$ cat config.mk
export PLATFORM = sky130hd
export DESIGN_NAME = sagr_front
export DESIGN_NICKNAME = d
export VERILOG_FILES = /design/src/hw/rtl/sagr_pkg.sv /design/src/hw/rtl/sagr_front.sv
export VERILOG_INCLUDE_DIRS = /design/src /design/src/hw/rtl
export SDC_FILE = /design/constraint.sdc
export NUM_CORES = 1
export LEC_CHECK = 0
export BUFFER_PORTS_ARGS = -buffer_cell sky130_fd_sc_hd__clkbuf_2
export CORE_MARGIN = 1.5
export CORE_UTILIZATION = 50
export DETAILED_ROUTE_END_ITERATION = 10
export MAX_ROUTING_LAYER = met4
export PLACE_DENSITY = 0.8
export SLEW_MARGIN = 5
export SYNTH_ARGS = -nofsm -noshare
export SYNTH_HDL_FRONTEND = slang
export SYNTH_SLANG_ARGS = --single-unit
$ cat constraint.sdc
create_clock -name clk_i -period 5 [get_ports clk_i]
set_input_delay 0 -clock clk_i [delete_from_list [all_inputs] [get_ports clk_i]]
set_output_delay 0 -clock clk_i [all_outputs]
set_load 0.05 [all_outputs]
$ cat src/hw/rtl/sample_accumulate_gamma_resolve_assert.svh
// Assertion macros shared by the accumulation buffer RTL
`ifndef SAMPLE_ACCUMULATE_GAMMA_RESOLVE_ASSERT_SVH
`define SAMPLE_ACCUMULATE_GAMMA_RESOLVE_ASSERT_SVH

// checked outside reset
`define SAGR_ASSERT(lbl, prop, msg) \
  lbl: assert property (@(posedge clk_i) disable iff (!rst_ni) (prop)) else $error(msg);

// checked at every edge, reset included
`define SAGR_ASSERT_ALWAYS(lbl, prop, msg) \
  lbl: assert property (@(posedge clk_i) (prop)) else $error(msg);

`endif

$ cat src/hw/rtl/sagr_pkg.sv
// Types, constants and log table for the accumulation buffer
package sagr_pkg;

  localparam int MAX_WIDTH  = 256;
  localparam int MAX_HEIGHT = 256;
  localparam int PIX_COUNT  = MAX_WIDTH * MAX_HEIGHT;
  localparam int ADDR_W     = $clog2(PIX_COUNT);
  localparam int SUM_W      = 32;
  localparam int SMP_W      = 16;
  localparam int LOG_W      = 21;
  localparam int LUT_W      = 19;
  localparam int QUO_W      = 33;
  localparam int QDEPTH     = 2;
  localparam int QPTR_W     = 1;
  localparam int QCNT_W     = 2;

  localparam logic [8:0]  WIDTH_RST  = 9'd256;
  localparam logic [8:0]  HEIGHT_RST = 9'd256;
  localparam logic [15:0] SPP_RST    = 16'd1;
  localparam logic [14:0] GAMMA_RST  = 15'd4096;

  typedef enum logic [1:0] {
    CMD_SET     = 2'd0,
    CMD_ADD     = 2'd1,
    CMD_CLEAR   = 2'd2,
    CMD_RESOLVE = 2'd3
  } cmd_e;

  typedef enum logic [1:0] {
    REG_WIDTH  = 2'd0,
    REG_HEIGHT = 2'd1,
    REG_SPP    = 2'd2,
    REG_GAMMA  = 2'd3
  } reg_idx_e;

  typedef struct packed {
    cmd_e               cmd;
    logic [7:0]         column;
    logic [7:0]         row;
    logic signed [15:0] sample_red;
    logic signed [15:0] sample_green;
    logic signed [15:0] sample_blue;
  } req_t;

  typedef struct packed {
    logic [7:0] byte_red;
    logic [7:0] byte_green;
    logic [7:0] byte_blue;
    logic       status;
  } rsp_t;

  typedef struct packed {
    logic [8:0]  width_in_use;
    logic [8:0]  height_in_use;
    logic [15:0] samples_per_pixel;
    logic [14:0] gamma_value;
  } cfg_t;

  typedef struct packed {
    cmd_e               cmd;
    logic               oob;
    logic [ADDR_W-1:0]  addr;
    logic signed [15:0] smp_r;
    logic signed [15:0] smp_g;
    logic signed [15:0] smp_b;
  } entry_t;

  typedef struct packed {
    logic   valid;
    entry_t head;
  } q_if_t;

  typedef struct packed {
    logic pop;
    logic init_busy;
  } back_ctl_t;

  typedef logic [LUT_W-1:0] log_lut_t [256];

  // log2 in Q16, mantissa refined by repeated squaring
  function automatic logic [LOG_W-1:0] log2_const(input logic [31:0] x);
    logic [63:0] m;
    logic [4:0]  top;
    logic [15:0] frac;
    top  = '0;
    frac = '0;
    for (int i = 0; i < 32; i++) begin
      if (x[i]) top = 5'(i);
    end
    m = 64'(x) << (5'd31 - top);
    for (int i = 0; i < 16; i++) begin
      m    = (m * m) >> 31;
      frac = {frac[14:0], 1'b0};
      if (m >= 64'h1_0000_0000) begin
        frac[0] = 1'b1;
        m       = m >> 1;
      end
    end
    return {top, frac};
  endfunction

  function automatic log_lut_t build_lut();
    log_lut_t t;
    t[0] = '0;
    for (int b = 1; b < 256; b++) begin
      t[b] = LUT_W'(log2_const(32'(b)));
    end
    return t;
  endfunction

  localparam log_lut_t        LOG_LUT = build_lut();
  localparam logic [LUT_W-1:0] LOG_255 = LOG_LUT[255];

endpackage

$ cat src/hw/rtl/sagr_front.sv
// Front end: request intake, frame check and a two-entry queue
`include "sample_accumulate_gamma_resolve_assert.svh"

module sagr_front (
  input  logic                 clk_i,
  input  logic                 rst_ni,
  input  sagr_pkg::cfg_t       cfg_i,
  input  logic                 start_i,
  input  sagr_pkg::req_t       req_i,
  input  sagr_pkg::back_ctl_t  ctl_i,
  output logic                 busy_o,
  output sagr_pkg::q_if_t      q_o
);

  sagr_pkg::entry_t              ent_q [sagr_pkg::QDEPTH];
  logic [sagr_pkg::QPTR_W-1:0]   wptr_q;
  logic [sagr_pkg::QPTR_W-1:0]   rptr_q;
  logic [sagr_pkg::QCNT_W-1:0]   cnt_q;
  logic [sagr_pkg::QCNT_W-1:0]   cnt_d;
  logic                          full;
  logic                          push;
  sagr_pkg::entry_t              ent_new;

  assign full   = (cnt_q == sagr_pkg::QCNT_W'(sagr_pkg::QDEPTH));
  assign busy_o = full || ctl_i.init_busy;
  assign push   = start_i && !busy_o;

  always_comb begin
    ent_new.cmd   = req_i.cmd;
    // clear ignores coordinates
    ent_new.oob   = (req_i.cmd != sagr_pkg::CMD_CLEAR) &&
                    (({1'b0, req_i.column} >= cfg_i.width_in_use) ||
                     ({1'b0, req_i.row} >= cfg_i.height_in_use));
    ent_new.addr  = {req_i.row, req_i.column};
    ent_new.smp_r = req_i.sample_red;
    ent_new.smp_g = req_i.sample_green;
    ent_new.smp_b = req_i.sample_blue;
  end

  always_comb begin
    unique case ({push, ctl_i.pop})
      2'b10:   cnt_d = cnt_q + 2'd1;
      2'b01:   cnt_d = cnt_q - 2'd1;
      default: cnt_d = cnt_q;
    endcase
  end

  always_ff @(posedge clk_i or negedge rst_ni) begin
    if (!rst_ni) begin
      wptr_q <= '0;
      rptr_q <= '0;
      cnt_q  <= '0;
    end else begin
      cnt_q <= cnt_d;
      if (push)      wptr_q <= wptr_q + 1'b1;
      if (ctl_i.pop) rptr_q <= rptr_q + 1'b1;
    end
  end

  always_ff @(posedge clk_i) begin
    if (push) ent_q[wptr_q] <= ent_new;
  end

  assign q_o.valid = (cnt_q != '0);
  assign q_o.head  = ent_q[rptr_q];

  `SAGR_ASSERT_ALWAYS(a_cnt_bound, cnt_q <= sagr_pkg::QCNT_W'(sagr_pkg::QDEPTH), "queue count past depth")
  `SAGR_ASSERT(a_pop_nonempty, ctl_i.pop |-> (cnt_q != '0), "pop from empty queue")
  `SAGR_ASSERT(a_cnt_step, (push && !ctl_i.pop) |=> (cnt_q == $past(cnt_q) + 2'd1), "queue count lost a push")

endmodule

After elaboration in Yosys (flattened, before gate mapping)
Memory sizes are Yosys's and may differ from the RTL's. Cells that the tools add are included.

Register bits: 4. Bits in latches: 0. Bits in writable memories: 134. Bits in read-only memories: 0. Input bits: 120. Output and inout port bits: 69. Logic and storage cells: 24. Memories: 1.

$add $sub $neg: 4. Multiply operators: 0. Div/mod/pow operators: 0. Magnitude comparators: 2. Equality and inequality tests: 4. Shift-type cells: 0. Multiplexer cells: 3. Bitwise gates (word level): 0. Reductions and logical operators: 7.

Memory list: ent_q (depth 2, bits a word 67, rd ports 1, clocked after Yosys merged registers in 0, wr ports 1, line sagr_front.sv:15) `sagr_pkg::entry_t ent_q [sagr_pkg::QDEPTH];`.

Operator list (number): 8-bit by 9-bit greater-or-equal comparator with 1-bit output (2); 2-bit == test (second input constant) (2); 2-bit case mux with 2 select lines (1); 2-bit nonzero test (2); 1-bit adder (second input constant) (2); 2-bit by 1-bit adder with 2-bit output (second input constant) (1); 2-bit by 1-bit == test with 1-bit output (second input constant) (1); 1-bit logical AND (2); 1-bit logical OR (2); 1-bit two-way mux (2); 2-bit inequality test (second input constant) (1); 2-bit by 1-bit subtractor with 2-bit output (second input constant) (1); 1-bit zero test (1).

Logic depth before layout (Yosys ltp)
Depth after elaboration: 6. Mapped depth: 7. Mapped depth without buffers: 7.

Worst setup path before layout
OpenSTA, ideal clock, no wires.

Kind: reg2reg. From: register cnt_q[0] in the netlist's numbering. To: memory ent_q[0][0] in the netlist's numbering, enable pin. Setup time: 0.492 ns. Arrival time: 3.536 ns. Required time: 4.508 ns. Setup slack: 0.972 ns. Stages on the path, launching flop included: 5. Buffers on the path: 0. Period minus slack after synthesis: 4.028 ns. Path through: dfrtp_1 -> inv_1 -> a21oi_1 -> nand2_1 -> nor2_1.

Cells in the longest elaborated chain, start to end: 6.

RTL lines: from (decl) (line sagr_front.sv:18) `logic [sagr_pkg::QCNT_W-1:0] cnt_q;`; from (signal assigned) (line sagr_front.sv:54) `cnt_q <= cnt_d;`; 2-bit == test (line sagr_front.sv:24) `assign full = (cnt_q == sagr_pkg::QCNT_W'(sagr_pkg::QDEPTH));`; 1-bit logical OR (line sagr_front.sv:25) `assign busy_o = full || ctl_i.init_busy;`; 1-bit zero test (line sagr_front.sv:26) `assign push = start_i && !busy_o;`; 1-bit logical AND (line sagr_front.sv:26); 1-bit two-way mux (line sagr_front.sv:61) `if (push) ent_q[wptr_q] <= ent_new;`; 1-bit two-way mux (not written as such) (line sagr_front.sv:61); to (decl) (line sagr_front.sv:15).

No other way between the ends.

Worst setup path in the final report
From: register cnt_q[0] in the netlist's numbering. To: memory ent_q[0][23] in the netlist's numbering, enable pin.

Same word-level chain as after synthesis.

==> run_results.csv <==
group,metric,value,unit
detailed_routing,drcViolationCount,0,
worst_setup_path,critPathMaxStageDelay,880,ps
synth,synth_sequential_area_ratio,0.744,
detailed_routing,vias,3349,
worst_setup_path,required,5160,ps
synth,synth-edff-count,134,
timing,period_share,0.530,
synth,synthDistinctLibCells,25,
layout,syn2layout_area_growth,40.4,%
synth,synth_top_area_frac,0.726,
timing,period_minus_slack,2650,ps
min_path,min_path_type,"primary input to flop",
outcome,status,"finished clean",
clock_network,cts_max_path_buffers,2,
synth,avgSynthCellArea,19.2,µm²
worst_setup_path,worst-endpoint-arrival,2810,ps
clock_network,worst_setup_hold_path_clk_slew,60,ps
worst_setup_path,crit_chain,"inv_1 -> a21oi_1 -> nand2_1 -> nor2_4 -> buf_4",
die,io-pin-count,189,
detailed_routing,dr.pass1.iters,4,
worst_setup_path,cp-end-kind,"flop",
detailed_routing,first_iter_violations,101,
job,drv_cap,0,
timing,holdWs,65.0,ps
place,gp_congestion,0.776,
power,leakagePower,3.17,nW
power,vdd_drop_max,0.000443,V
synth,yosysWarnings,0,
synth,synth_area_leaders,"edfxtp_1 (73%), mux2_2 (9.6%), mux2_4 (5.4%)",
clock_network,cts_resized,0,
global_route,grt.overflow.total,0,
global_route,grt_pass1_wl,16.6,mm
timing,tns,0,ps
place,hpwl,6.41,mm
power,power.total,0.00437,W
layout,fillers,697,
die,die_h,108,µm
timing,rsz0062_at_grt,"false",
clock_network,cts.sinks,138,
global_route,grt_antenna_before_repair,0,
timing,report.final.slew_viol_count,0,
layout,final_cell_mix,"clkbuf_2 (157), edfxtp_1 (134), dlygate4sd3_1 (71)",
die,initial_core_util,0.511,
clock_network,clock_latency,500,ps
clock_network,root_buffer,"clkbuf_8",
min_path,whs_endpoint,"cnt_q[0]",
clock_network,cts_buffers,17,
synth,async_flop_share,0.0290,
min_path,whs_path_depth,5,
worst_setup_path,r2r-start,"cnt_q[0]",
die,die_area,11700,µm²
clock_network,ctsHtreeMaxLevel,4,
synth,mappedNetlistArea,5540,µm²
layout,postLayoutCoreUtil,0.717,
power,p_per_area,562,nW/µm²
detailed_routing,ant_nets,0,
synth,syn_inst,288,
worst_setup_path,rr_worst_depth,5,
worst_setup_path,reg2reg_to,"ent_q[0][23]",
timing,setup_viol,0,
layout,n_antenna_cell,0,
die,die_w,108,µm
clock_network,cts_tree,"done",
timing,final_hold_viol_count,0,
place,port_buffers,157,
die,num_rows,38,
global_route,grt_use_total,0.199,
worst_setup_path,regToRegSetupSlack,2350,ps
synth,synth_top_area_cell,"edfxtp_1",
global_route,grt_max_degree,69,
detailed_routing,wirelength,10.8,mm
worst_setup_path,crit_fanout,38,
timing,slew_headroom,0.239,
synth,ys_ff_latch,138,
detailed_routing,viasPerCell,4.92,
layout,final_layout_size_suffix_gt1_frac,0.481,
worst_setup_path,critPathLaunchType,"flop",
timing,max_freq,377,MHz
die,core,10800,µm²
timing,worstMarginPinSlew,1140,ps
synth,synth_nets,425,
synth,ys.flop_type,"edfxtp_1",
min_path,hold_start,"ctl_i[0]",
layout,nNetsFinal,665,
worst_setup_path,path_class,"flop to flop",
worst_setup_path,critPathSlowestCell,"nor2_4",
detailed_routing,wl_per_cell,15.8,µm
layout,final_common_cell,"clkbuf_2",
timing,skew,5.99,ps
global_route,grt_pass1_vias,3522,
[cells in the mapped netlist (all sizes together) (3+ instances only)]
library cell / count
dfrtp: 4
ha: 17
mux2: 67
xnor2: 3
edfxtp: 134
a21oi: 9
nand2: 5
buf: 8
inv: 22
[kinds of logic after synthesis]
kind of cell,share of synthesized area
and+or+nand+nor,0.0176
DFF,0.744
buffers and inverters,0.0280
adders and majority gates,0.0384
xor gates and xnor gates,0.00791
AOI/OAI and AO/OA,0.0140
muxes,0.150
[through the flow]
| stage | instance area, µm² | setup slack (ps) | cells |
|---|---|---|---|
| finish | 7780 | 2350 | 681 |
| global route | 7780 | 2070 | 681 |
| CTS | 7780 | 2290 | 681 |
| detailed placement | 6450 | 2280 | 578 |
| global placement | 6450 | 2370 | 578 |
| floorplan | 5540 | 972 | 288 |
[sequential cells by signal (all words and copies together) (netlist names)]
name	count
ent_q	134
cnt_q	2
rptr_q	1
wptr_q	1
[critical path: cells and delay by family (launching register included)]
| family | cells | cell delay, ps |
|---|---|---|
| DFF | 1 | 410 |
| and+or+nand+nor | 2 | 1050 |
| buffers and inverters | 2 | 580 |
| AOI/OAI and AO/OA | 1 | 220 |
[report_power, final]
| group | internal [W] | switching, W | leakage (nW) | total (W) |
|---|---|---|---|---|
| logic | 0.000492 | 0.000999 | 1.61 | 0.00149 |
| clock network | 0.000812 | 0.000458 | 0.288 | 0.00127 |
| registers | 0.00145 | 0.000162 | 1.27 | 0.00161 |
[routing by layer]
metal  GRT usage  up-vias  wire length (µm)
met1       0.214     1639              4260
met2       0.351      107              5860
met5           -        -                 0
met4      0.0836        0               217
li1            -     1586                 -
met3      0.0488       17               454
[worst max-delay path by stage]
stage	endpoint	slack [ps]	cells after the start	startpoint
floorplan	ent_q[0][0]	970	4	cnt_q[0]
CTS	ent_q[0][65]	2290	5	cnt_q[0]
global placement	ent_q[0][60]	2370	5	cnt_q[0]
finish	ent_q[0][23]	2350	5	cnt_q[0]
detailed placement	ent_q[0][60]	2280	5	cnt_q[0]
global route	ent_q[0][65]	2070	5	cnt_q[0]
[layout make-up]
class                      instances  area, µm²  area share
sequential                       138       4130       0.531
timing repair buffer             229       1500       0.193
multi-input combinational        120       1270       0.164
clock buffer                      18        418      0.0537
clock inverter                    14        195      0.0251
tap                              140        175      0.0225
inverter                          22       82.6      0.0106
[timing repair]
item | in CTS | in global routing
hold buffers | 71 | 0
setup buffers | 0 | 0
endpoints found under the setup margin | 0 | 0
endpoints found under the hold margin | 142 | 0
No activity file was read; power rests on OpenSTA's default activity.
